[config.mk]
export PLATFORM = sky130hd
export DESIGN_NAME = bitmap_page_frame_allocator_unit_flat
export DESIGN_NICKNAME = d
export VERILOG_FILES = /design/src/rtl/bpfa_pkg.sv /design/src/rtl/bpfa_if.sv /design/src/rtl/bitmap_page_frame_allocator_unit.sv /design/src/flat_wrapper.sv
export SDC_FILE = /design/constraint.sdc
export NUM_CORES = 2
export LEC_CHECK = 0
export BUFFER_PORTS_ARGS = -buffer_cell sky130_fd_sc_hd__buf_2
export CAP_MARGIN = 20
export CORE_MARGIN = 8
export CORE_UTILIZATION = 38
export CTS_BUF_LIST = sky130_fd_sc_hd__clkbuf_4
export CTS_CLUSTER_SIZE = 14
export DETAILED_ROUTE_END_ITERATION = 12
export GPL_TIMING_DRIVEN = 0
export SYNTH_ARGS = -nofsm -noshare
export SYNTH_HDL_FRONTEND = slang
export SYNTH_SLANG_ARGS = --single-unit
[constraint.sdc]
create_clock -name clk -period 11.3 [get_ports clk]
set_input_delay 1.13 -clock clk [delete_from_list [all_inputs] [get_ports clk]]
set_output_delay 1.13 -clock clk [all_outputs]
set_load 0.05 [all_outputs]
[src/rtl/bpfa_pkg.sv]
// ----------------------------------------------------------------------------
// Bitmap page frame allocator package
// Sizes, codes, sequencer states and word helpers shared by the allocator.
// ----------------------------------------------------------------------------
package bpfa_pkg;

  // Frame map geometry.
  localparam int PAGE_INDEX_BITS = 10;
  localparam int WORD_BITS       = 32;
  localparam int TOTAL_FRAMES    = 1 << PAGE_INDEX_BITS;
  localparam int OFF_BITS        = $clog2(WORD_BITS);
  localparam int WADDR_BITS      = PAGE_INDEX_BITS - OFF_BITS;
  localparam int MAP_WORDS       = TOTAL_FRAMES / WORD_BITS;

  // Field and counter widths.
  localparam int OP_BITS     = 2;
  localparam int STATUS_BITS = 2;
  localparam int COUNT_BITS  = PAGE_INDEX_BITS + 1;
  localparam int SEEN_BITS   = PAGE_INDEX_BITS + 2;
  localparam int CHUNK_BITS  = OFF_BITS + 1;

  typedef enum logic [OP_BITS-1:0] {
    OP_OCCUPY = 2'd0,
    OP_FREE   = 2'd1,
    OP_FIND   = 2'd2,
    OP_QUERY  = 2'd3
  } op_t;

  typedef enum logic [STATUS_BITS-1:0] {
    STATUS_OK    = 2'd0,
    STATUS_BOUND = 2'd1,
    STATUS_TAKEN = 2'd2,
    STATUS_NOMEM = 2'd3
  } status_t;

  typedef enum logic [1:0] {
    S_IDLE,
    S_READ,
    S_EXEC,
    S_RESP
  } state_t;

  // Number of zero bits below the lowest set bit; WORD_BITS when none is set.
  function automatic logic [CHUNK_BITS-1:0] ctz(logic [WORD_BITS-1:0] w);
    logic [CHUNK_BITS-1:0] r;
    r = CHUNK_BITS'(WORD_BITS);
    for (int i = WORD_BITS - 1; i >= 0; i--) begin
      if (w[i]) begin
        r = CHUNK_BITS'(i);
      end
    end
    return r;
  endfunction

  // Mask with the k lowest bits set, k from 0 to WORD_BITS.
  function automatic logic [WORD_BITS-1:0] low_ones(logic [CHUNK_BITS-1:0] k);
    logic [WORD_BITS:0] t;
    t = ((WORD_BITS + 1)'(1) << k) - (WORD_BITS + 1)'(1);
    return t[WORD_BITS-1:0];
  endfunction

endpackage

[src/rtl/bpfa_if.sv]
// ----------------------------------------------------------------------------
// Bitmap page frame allocator channels
// Request, response and configuration channels with valid/ready handshake.
// ----------------------------------------------------------------------------

// Request channel: one allocator operation per transaction.
interface bpfa_req_if;
  logic                                 valid;
  logic                                 ready;
  logic [bpfa_pkg::OP_BITS-1:0]         operation;
  logic [bpfa_pkg::PAGE_INDEX_BITS-1:0] start_page;
  logic [bpfa_pkg::COUNT_BITS-1:0]      count;

  modport source (output valid, output operation, output start_page, output count,
                  input ready);
  modport sink   (input valid, input operation, input start_page, input count,
                  output ready);
endinterface

// Response channel: one result per request.
interface bpfa_resp_if;
  logic                                 valid;
  logic                                 ready;
  logic [bpfa_pkg::STATUS_BITS-1:0]     status;
  logic [bpfa_pkg::PAGE_INDEX_BITS-1:0] page_no;
  logic                                 page_free;

  modport source (output valid, output status, output page_no, output page_free,
                  input ready);
  modport sink   (input valid, input status, input page_no, input page_free,
                  output ready);
endinterface

// Configuration channel: writes the search start register.
interface bpfa_cfg_if;
  logic                                 valid;
  logic                                 ready;
  logic [bpfa_pkg::PAGE_INDEX_BITS-1:0] search_start;

  modport source (output valid, output search_start, input ready);
  modport sink   (input valid, input search_start, output ready);
endinterface

[src/rtl/bitmap_page_frame_allocator_unit.sv]
// ----------------------------------------------------------------------------
// Bitmap page frame allocator
// One bit per page frame in a word memory, walked by a small sequencer.
// ----------------------------------------------------------------------------
// Usage:
//   req  : operation (occupy run, free run, find free run, query frame),
//          start_page and count. Accepted only while the sequencer is idle.
//   resp : status, page_no and page_free, one result per request, held in an
//          output register until taken.
//   cfg  : writes search_start, the frame where a find begins; always ready.
// Sequencing, from the accepting edge to the result in the output register:
//   a request settled at once (zero or oversized count) goes straight to the
//   output stage; query reads and checks its map word; occupy and free read
//   and update in turn each map word the run touches, occupy stopping at the
//   first taken frame. Find reads map words and handles one free or occupied
//   stretch of equal bits per execute step, so its length is set by the
//   free/occupied pattern.
// A new request is accepted in the cycle after the result is loaded, even while
//   that result still waits. If the receiver stalls, the sequencer holds its next
//   result until the output register is taken.
// Reset clears the per-word valid bits, so the whole map reads as free at
//   once, and search_start returns to frame 0.
// ----------------------------------------------------------------------------
module bitmap_page_frame_allocator_unit (
  input  logic              clk,
  input  logic              rst,
  bpfa_cfg_if.sink          cfg,
  bpfa_req_if.sink          req,
  bpfa_resp_if.source       resp
);

  // Sequencer and request registers.
  bpfa_pkg::state_t                     state, state_next;
  bpfa_pkg::op_t                        op, op_next;
  logic [bpfa_pkg::PAGE_INDEX_BITS-1:0] cur, cur_next;
  logic [bpfa_pkg::COUNT_BITS-1:0]      cnt_left, cnt_left_next;
  logic [bpfa_pkg::COUNT_BITS-1:0]      n_req, n_req_next;
  logic [bpfa_pkg::COUNT_BITS-1:0]      run_len, run_len_next;
  logic [bpfa_pkg::SEEN_BITS-1:0]       seen, seen_next;
  bpfa_pkg::status_t                    status, status_next;
  logic [bpfa_pkg::PAGE_INDEX_BITS-1:0] page, page_next;
  logic                                 is_free, is_free_next;
  logic [bpfa_pkg::PAGE_INDEX_BITS-1:0] search_start;

  // Output register.
  logic                                 res_valid;
  bpfa_pkg::status_t                    res_status;
  logic [bpfa_pkg::PAGE_INDEX_BITS-1:0] res_page;
  logic                                 res_free;

  // Map memory with one valid bit per word.
  logic [bpfa_pkg::WORD_BITS-1:0]  map_mem [bpfa_pkg::MAP_WORDS];
  logic [bpfa_pkg::MAP_WORDS-1:0]  word_valid;
  logic [bpfa_pkg::WORD_BITS-1:0]  rd_data;
  logic                            rd_ok;
  logic                            rd_en;
  logic                            mem_we;
  logic [bpfa_pkg::WORD_BITS-1:0]  mem_wdata;

  // Word datapath.
  logic [bpfa_pkg::WADDR_BITS-1:0] waddr;
  logic [bpfa_pkg::OFF_BITS-1:0]   off;
  logic [bpfa_pkg::CHUNK_BITS-1:0] avail;
  logic [bpfa_pkg::WORD_BITS-1:0]  word;
  logic [bpfa_pkg::CHUNK_BITS-1:0] chunk;
  logic [bpfa_pkg::WORD_BITS-1:0]  mask;
  logic [bpfa_pkg::WORD_BITS-1:0]  conflict;
  logic [bpfa_pkg::WORD_BITS-1:0]  lowbit;
  logic [bpfa_pkg::WORD_BITS-1:0]  pre_taken;
  logic [bpfa_pkg::WORD_BITS-1:0]  shifted;
  logic                            seg_free;
  logic [bpfa_pkg::CHUNK_BITS-1:0] tz;
  logic [bpfa_pkg::CHUNK_BITS-1:0] seg;
  logic                            run_hit;
  logic [bpfa_pkg::SEEN_BITS-1:0]  seen_sum;
  logic                            exec_done;
  logic                            exec_reread;

  // Request decode for the requests that finish without touching the map.
  logic                            count_over;
  logic                            count_zero;
  logic                            imm_resp;
  bpfa_pkg::status_t               imm_status;
  logic                            res_load;

  assign req.ready = (state == bpfa_pkg::S_IDLE);
  assign cfg.ready = 1'b1;
  assign resp.valid     = res_valid;
  assign resp.status    = res_status;
  assign resp.page_no   = res_page;
  assign resp.page_free = res_free;

  assign res_load = (state == bpfa_pkg::S_RESP) && (!res_valid || resp.ready);

  // Immediate outcome of a request.
  always_comb begin
    count_over = req.count > bpfa_pkg::COUNT_BITS'(bpfa_pkg::TOTAL_FRAMES);
    count_zero = (req.count == '0);
    imm_resp   = 1'b0;
    imm_status = bpfa_pkg::STATUS_OK;
    case (bpfa_pkg::op_t'(req.operation))
      bpfa_pkg::OP_OCCUPY, bpfa_pkg::OP_FREE: begin
        imm_resp   = count_over || count_zero;
        imm_status = count_over ? bpfa_pkg::STATUS_BOUND : bpfa_pkg::STATUS_OK;
      end
      bpfa_pkg::OP_FIND: begin
        imm_resp   = count_over || count_zero;
        imm_status = bpfa_pkg::STATUS_NOMEM;
      end
      default: begin
        imm_resp   = 1'b0;
        imm_status = bpfa_pkg::STATUS_OK;
      end
    endcase
  end

  // Shared word unit: masks for run updates, stretch length for the search.
  always_comb begin
    off       = cur[bpfa_pkg::OFF_BITS-1:0];
    waddr     = cur[bpfa_pkg::PAGE_INDEX_BITS-1:bpfa_pkg::OFF_BITS];
    avail     = bpfa_pkg::CHUNK_BITS'(bpfa_pkg::WORD_BITS) - {1'b0, off};
    word      = rd_ok ? rd_data : '0;
    chunk     = (cnt_left < bpfa_pkg::COUNT_BITS'(avail)) ?
                cnt_left[bpfa_pkg::CHUNK_BITS-1:0] : avail;
    mask      = bpfa_pkg::low_ones(chunk) << off;
    conflict  = word & mask;
    lowbit    = conflict & (~conflict + bpfa_pkg::WORD_BITS'(1));
    pre_taken = mask & (lowbit - bpfa_pkg::WORD_BITS'(1));
    shifted   = word >> off;
    seg_free  = ~shifted[0];
    tz        = seg_free ? bpfa_pkg::ctz(shifted) : bpfa_pkg::ctz(~shifted);
    seg       = (tz < avail) ? tz : avail;
    run_hit   = (run_len + bpfa_pkg::COUNT_BITS'(seg)) >= n_req;
    seen_sum  = seen + bpfa_pkg::SEEN_BITS'(seg);
  end

  // Next state.
  always_comb begin
    state_next = state;
    case (state)
      bpfa_pkg::S_IDLE: begin
        if (req.valid) begin
          state_next = imm_resp ? bpfa_pkg::S_RESP : bpfa_pkg::S_READ;
        end
      end
      bpfa_pkg::S_READ: begin
        state_next = bpfa_pkg::S_EXEC;
      end
      bpfa_pkg::S_EXEC: begin
        if (exec_done) begin
          state_next = bpfa_pkg::S_RESP;
        end else if (exec_reread) begin
          state_next = bpfa_pkg::S_READ;
        end
      end
      bpfa_pkg::S_RESP: begin
        if (res_load) begin
          state_next = bpfa_pkg::S_IDLE;
        end
      end
      default: begin
        state_next = bpfa_pkg::S_IDLE;
      end
    endcase
  end

  // Sequencer outputs and register updates.
  always_comb begin
    op_next       = op;
    cur_next      = cur;
    cnt_left_next = cnt_left;
    n_req_next    = n_req;
    run_len_next  = run_len;
    seen_next     = seen;
    status_next   = status;
    page_next     = page;
    is_free_next  = is_free;
    rd_en         = (state == bpfa_pkg::S_READ);
    mem_we        = 1'b0;
    mem_wdata     = word;
    exec_done     = 1'b0;
    exec_reread   = 1'b0;
    case (state)
      bpfa_pkg::S_IDLE: begin
        if (req.valid) begin
          op_next       = bpfa_pkg::op_t'(req.operation);
          cnt_left_next = req.count;
          n_req_next    = req.count;
          run_len_next  = '0;
          seen_next     = '0;
          status_next   = imm_status;
          page_next     = '0;
          is_free_next  = 1'b0;
          cur_next      = (bpfa_pkg::op_t'(req.operation) == bpfa_pkg::OP_FIND) ?
                          search_start : req.start_page;
        end
      end
      bpfa_pkg::S_EXEC: begin
        case (op)
          bpfa_pkg::OP_OCCUPY: begin
            mem_we = 1'b1;
            if (conflict != '0) begin
              // Mark the frames up to the first taken one, then stop.
              mem_wdata   = word | pre_taken;
              status_next = bpfa_pkg::STATUS_TAKEN;
              exec_done   = 1'b1;
            end else begin
              mem_wdata     = word | mask;
              cnt_left_next = cnt_left - bpfa_pkg::COUNT_BITS'(chunk);
              cur_next      = cur + bpfa_pkg::PAGE_INDEX_BITS'(chunk);
              exec_done     = (cnt_left == bpfa_pkg::COUNT_BITS'(chunk));
              exec_reread   = !exec_done;
            end
          end
          bpfa_pkg::OP_FREE: begin
            mem_we        = 1'b1;
            mem_wdata     = word & ~mask;
            cnt_left_next = cnt_left - bpfa_pkg::COUNT_BITS'(chunk);
            cur_next      = cur + bpfa_pkg::PAGE_INDEX_BITS'(chunk);
            exec_done     = (cnt_left == bpfa_pkg::COUNT_BITS'(chunk));
            exec_reread   = !exec_done;
          end
          bpfa_pkg::OP_FIND: begin
            if (seg_free) begin
              if (run_hit) begin
                // The run started run_len frames before this stretch.
                page_next   = cur - run_len[bpfa_pkg::PAGE_INDEX_BITS-1:0];
                status_next = bpfa_pkg::STATUS_OK;
                exec_done   = 1'b1;
              end else begin
                run_len_next = run_len + bpfa_pkg::COUNT_BITS'(seg);
                seen_next    = seen_sum;
                cur_next     = cur + bpfa_pkg::PAGE_INDEX_BITS'(seg);
                exec_reread  = (seg == avail);
              end
            end else begin
              // An occupied stretch ends any run; give up once past a full lap.
              run_len_next = '0;
              seen_next    = seen_sum;
              if (seen_sum > bpfa_pkg::SEEN_BITS'(bpfa_pkg::TOTAL_FRAMES)) begin
                status_next = bpfa_pkg::STATUS_NOMEM;
                exec_done   = 1'b1;
              end else begin
                cur_next    = cur + bpfa_pkg::PAGE_INDEX_BITS'(seg);
                exec_reread = (seg == avail);
              end
            end
          end
          default: begin
            is_free_next = ~word[off];
            exec_done    = 1'b1;
          end
        endcase
      end
      default: begin
        mem_we = 1'b0;
      end
    endcase
  end

  // Control registers.
  always_ff @(posedge clk) begin
    if (rst) begin
      state        <= bpfa_pkg::S_IDLE;
      res_valid    <= 1'b0;
      search_start <= '0;
      word_valid   <= '0;
    end else begin
      state <= state_next;
      if (res_load) begin
        res_valid <= 1'b1;
      end else if (resp.ready) begin
        res_valid <= 1'b0;
      end
      if (cfg.valid) begin
        search_start <= cfg.search_start;
      end
      if (mem_we) begin
        word_valid[waddr] <= 1'b1;
      end
    end
  end

  // Working and result payload registers.
  always_ff @(posedge clk) begin
    op       <= op_next;
    cur      <= cur_next;
    cnt_left <= cnt_left_next;
    n_req    <= n_req_next;
    run_len  <= run_len_next;
    seen     <= seen_next;
    status   <= status_next;
    page     <= page_next;
    is_free  <= is_free_next;
    if (res_load) begin
      res_status <= status;
      res_page   <= page;
      res_free   <= is_free;
    end
  end

  // Map memory: one write port and one registered read port.
  always_ff @(posedge clk) begin
    if (mem_we) begin
      map_mem[waddr] <= mem_wdata;
    end
    if (rd_en) begin
      rd_data <= map_mem[waddr];
      rd_ok   <= word_valid[waddr];
    end
  end

`ifndef ASSERT_OFF
  // An accepted request always leaves the idle state.
  assert property (@(posedge clk) disable iff (rst)
    (req.valid && req.ready) |=> (state != bpfa_pkg::S_IDLE))
    else $error("request accepted but sequencer stayed idle");

  // Only occupy and free write the map, and only in the execute step.
  assert property (@(posedge clk) disable iff (rst)
    mem_we |-> ((state == bpfa_pkg::S_EXEC) &&
                ((op == bpfa_pkg::OP_OCCUPY) || (op == bpfa_pkg::OP_FREE))))
    else $error("map written outside an occupy or free step");

  // A run being searched is always shorter than the requested length.
  assert property (@(posedge clk) disable iff (rst)
    ((state == bpfa_pkg::S_EXEC) && (op == bpfa_pkg::OP_FIND)) |-> (run_len < n_req))
    else $error("search run length reached the request without a hit");

  // A failed request carries no page number and no free flag.
  assert property (@(posedge clk) disable iff (rst)
    (resp.valid && (resp.status != bpfa_pkg::STATUS_OK)) |->
      ((resp.page_no == '0) && !resp.page_free))
    else $error("failed result carries a page number or free flag");
`endif

endmodule
[src/flat_wrapper.sv]
// flat-port wrapper written by rule: the top's interface ports become plain ports
module bitmap_page_frame_allocator_unit_flat 
  (clk, rst, cfg_valid, cfg_search_start, cfg_ready, req_valid, req_operation, req_start_page, req_count, req_ready, resp_valid, resp_status, resp_page_no, resp_page_free, resp_ready);
  bpfa_cfg_if cfg_i ();
  bpfa_req_if req_i ();
  bpfa_resp_if resp_i ();
  input  logic clk;
  input  logic rst;
  input wire logic [$bits(cfg_i.valid)-1:0] cfg_valid;
  input wire logic [$bits(cfg_i.search_start)-1:0] cfg_search_start;
  output wire logic [$bits(cfg_i.ready)-1:0] cfg_ready;
  input wire logic [$bits(req_i.valid)-1:0] req_valid;
  input wire logic [$bits(req_i.operation)-1:0] req_operation;
  input wire logic [$bits(req_i.start_page)-1:0] req_start_page;
  input wire logic [$bits(req_i.count)-1:0] req_count;
  output wire logic [$bits(req_i.ready)-1:0] req_ready;
  output wire logic [$bits(resp_i.valid)-1:0] resp_valid;
  output wire logic [$bits(resp_i.status)-1:0] resp_status;
  output wire logic [$bits(resp_i.page_no)-1:0] resp_page_no;
  output wire logic [$bits(resp_i.page_free)-1:0] resp_page_free;
  input wire logic [$bits(resp_i.ready)-1:0] resp_ready;
  assign cfg_i.valid = cfg_valid;
  assign cfg_i.search_start = cfg_search_start;
  assign cfg_ready = cfg_i.ready;
  assign req_i.valid = req_valid;
  assign req_i.operation = req_operation;
  assign req_i.start_page = req_start_page;
  assign req_i.count = req_count;
  assign req_ready = req_i.ready;
  assign resp_valid = resp_i.valid;
  assign resp_status = resp_i.status;
  assign resp_page_no = resp_i.page_no;
  assign resp_page_free = resp_i.page_free;
  assign resp_i.ready = resp_ready;
  bitmap_page_frame_allocator_unit u_core (.clk(clk), .rst(rst), .cfg(cfg_i), .req(req_i), .resp(resp_i));
endmodule
==> impl_metrics.ini <==
[yosys]
synth_ff_type = edfxtp_1
synth_edf_count = 1140
synthXorXnorAreaFrac = 0.00892
synthCells = 3761
synth_simple_gate_area_frac = 0.0804
ys_seq_area_frac = 0.628
async_flop_share = 0
yosys-mux-area-fraction = 0.129
syn_nets = 3860
synthMostInstantiatedCell = edfxtp_1
avgSynthCellArea_um2 = 14.9
synth_top_area_cell = edfxtp_1
yosys_warnings = 0
synth_top_family_by_area = multiplexers
synth_common_cells = edfxtp_1 (1140), nor2_1 (287), mux4_2 (274)
yosys.area_share.adder = 0.0143
synth_area_leaders = edfxtp_1 (61%), mux4_2 (11%), a22oi_1 (2.2%), nor2_1 (1.9%), dfxtp_1 (1.6%)
ys_ff_latch = 1185
synth_compound_area_frac = 0.115
yosys.area.top_type_share = 0.612
synth_cell_types = 123
synth.cell_area_mm2 = 0.0560

[setup_path]
crit_fanout = 19
worstPathArrival_ns = 11.96
endpoint_kind = flip-flop
criticalPathCategory = reg2reg
crit_slowest_cell = a21oi_4
crit_top_cell = buf_2
crit_path_start_kind = flip-flop
critPathRequiredTime_ns = 12.15
max_stage_delay_ns = 0.69

[grt]
grt_pass1_wl_um = 298000
antenna_found_initial = 10
grt_max_degree = 33
grt_use_total = 0.260
first_global_vias = 40000
overflow = 0

[sta]
hold_viol = 0
slew-limit-headroom = 0.133
fin_crit_ns = 11.11
clock_skew_ns = 0.164
fmax_ghz = 0.0900
setup_tns_ns = 0
period_share = 0.983
worst_pin_slew_ns = 1.30
slew_violations = 0
setup_viol = 0

[power_and_ir_drop]
power_mw = 14.7
swShare = 0.387
internal_power_mw = 9.00
vdd_drop_max_mv = 0.116
powerDensity_mw_per_mm2 = 225
seqPwrFrac = 0.359
pwr-share-comb = 0.392
p_sw_mw = 5.69
power.clock.fraction = 0.248
leakagePower_nw = 21.5

[routing]
drt_iter0_drc = 5376
drt_pass1_iterations = 8
ant_nets = 0
drcViolationCount = 0
vias = 40600
drt-total-wl_um = 212000
vias_per_cell = 6.35
wl_per_cell_um = 33.1

[clock_tree]
clock_latency_ns = 1.28
cts_max_level = 5
cts_root_buf = clkbuf_4
clock_path_buffers = 4
clkTransAtPathRegs_ns = 0.06
cts.sinks = 1185
cts_buffers = 316
tritoncts = done

[die]
die_x_um = 400
dieArea_mm2 = 0.160
pin_count = 54
rows = 141
start_util = 0.381
core-area_mm2 = 0.147
die_h_um = 400

[finish]
area_growth_pct = 16.5
postLayoutCoreUtil = 0.444
nNetsFinal = 4355
finalNonFillerCells = 6396
drive_above_1_share = 0.268
n_fill_cell = 13200

[job]
maxCapViolations = 0

[placed_design]
dp_hpwl_um = 152000
placed_cells = 5845
place.gp.congestion = 0.993
portBuffers = 50

[status]
outcome = finished clean

[hold_path]
hold_class = in2reg
flip-flops by register name, indices dropped and copies added, names as in the netlist, 10 cells and up:
register / cells
u_core.cnt_left: 11
u_core.cur: 10
u_core.map_mem: 1024
u_core.n_req: 11
u_core.page: 10
u_core.rd_data: 32
u_core.resp.page_no: 10
u_core.run_len: 11
u_core.search_start: 10
u_core.seen: 12
u_core.word_valid: 32
cells by family after synthesis:
family,count (synthesis)
DFF,1185
and+or+nand+nor,895
AOI/OAI and AO/OA,868
muxes,374
buffers and inverters,320
adders and majority gates,61
xor gates and xnor gates,57
other,1
routing by layer:
metal  share of wire  vias to the layer above  global-route usage
li1                -                    16600                   -
met3           0.095                      639              0.0530
met1            0.38                    20800               0.334
met2            0.47                     2671               0.420
met4           0.055                        6               0.129
met5         0.00024                        -                   0
cell type report:
class                   count  area [um^2]  area share
well taps                1930         2410      0.0370
multi-input cells        2258        20100       0.308
plain buffers             264         1210      0.0186
clock inverters            61          318     0.00488
inverters                  54          206     0.00317
clock buffers             459         3450      0.0529
repair buffers            177         2350      0.0361
flip-flops and latches   1185        35100       0.539
diodes                      8         20.0    0.000307
cell usage in the layout, fill, tap and decap left out, types with 59 or more instances in the layout:
cell,Yosys,layout
a21oi_1,131,109
a22oi_1,163,157
buf_2,48,99
buf_8,1,59
clkbuf_1,139,132
clkbuf_4,0,461
edfxtp_1,1140,1140
mux2i_1,75,74
mux4_2,274,274
nand2_1,185,184
nand3_1,69,69
nor2_1,287,250
o21ai_0,98,96
through the flow:
step	hold slack (ns)	worst slack (ns)	cell area [um^2]
after detailed placement	0.405	-2.47	60900
after global placement	0.407	-4.54	58600
after CTS	0.0389	0.0168	64900
final	0.161	0.194	65200
after global routing	0.0582	-0.0166	65200
after floorplan	0.400	1.56	56000
critical path: cells and delay by family (launching register included):
kind	cells	cell delay, ns
buffers and inverters	14	3.82
AOI/OAI and AO/OA	9	2.68
and+or+nand+nor	9	2.31
adders and majority gates	3	0.79
DFF	1	0.51
muxes	1	0.33
xor gates and xnor gates	1	0.30
power groups by stage:
stage	clock, mW	combinational (mW)	sequential (mW)
6_report	3.65	5.76	5.28
3_5_place_dp	0	5.43	5.37
3_3_place_gp	0	5.23	5.40
5_1_grt	3.93	6.02	5.28
2_1_floorplan	0	3.34	5.32
4_1_cts	3.71	5.54	5.27
final timing paths:
check	start	endpoint	slack, ns	cells past startpoint
worst max-delay path	u_core.cur[1]	u_core.map_mem[7][26]	0.19	37
worst min-delay path	req_count[5]	u_core.n_req[5]	0.16	1
worst max register to register	u_core.cur[1]	u_core.map_mem[7][26]	0.19	37
worst min register to register	u_core.page[8]	u_core.resp.page_no[8]	0.37	0
repair_timing:
action	4_1_cts	5_1_grt
setup endpoints to repair	888	524
endpoints found under the hold margin	5	0
pin swaps	5	4
hold buffers	5	0
gates resized for setup	36	17
buffers inserted	5	6
gates cloned	2	0
(Power assumes the default switching activity.)
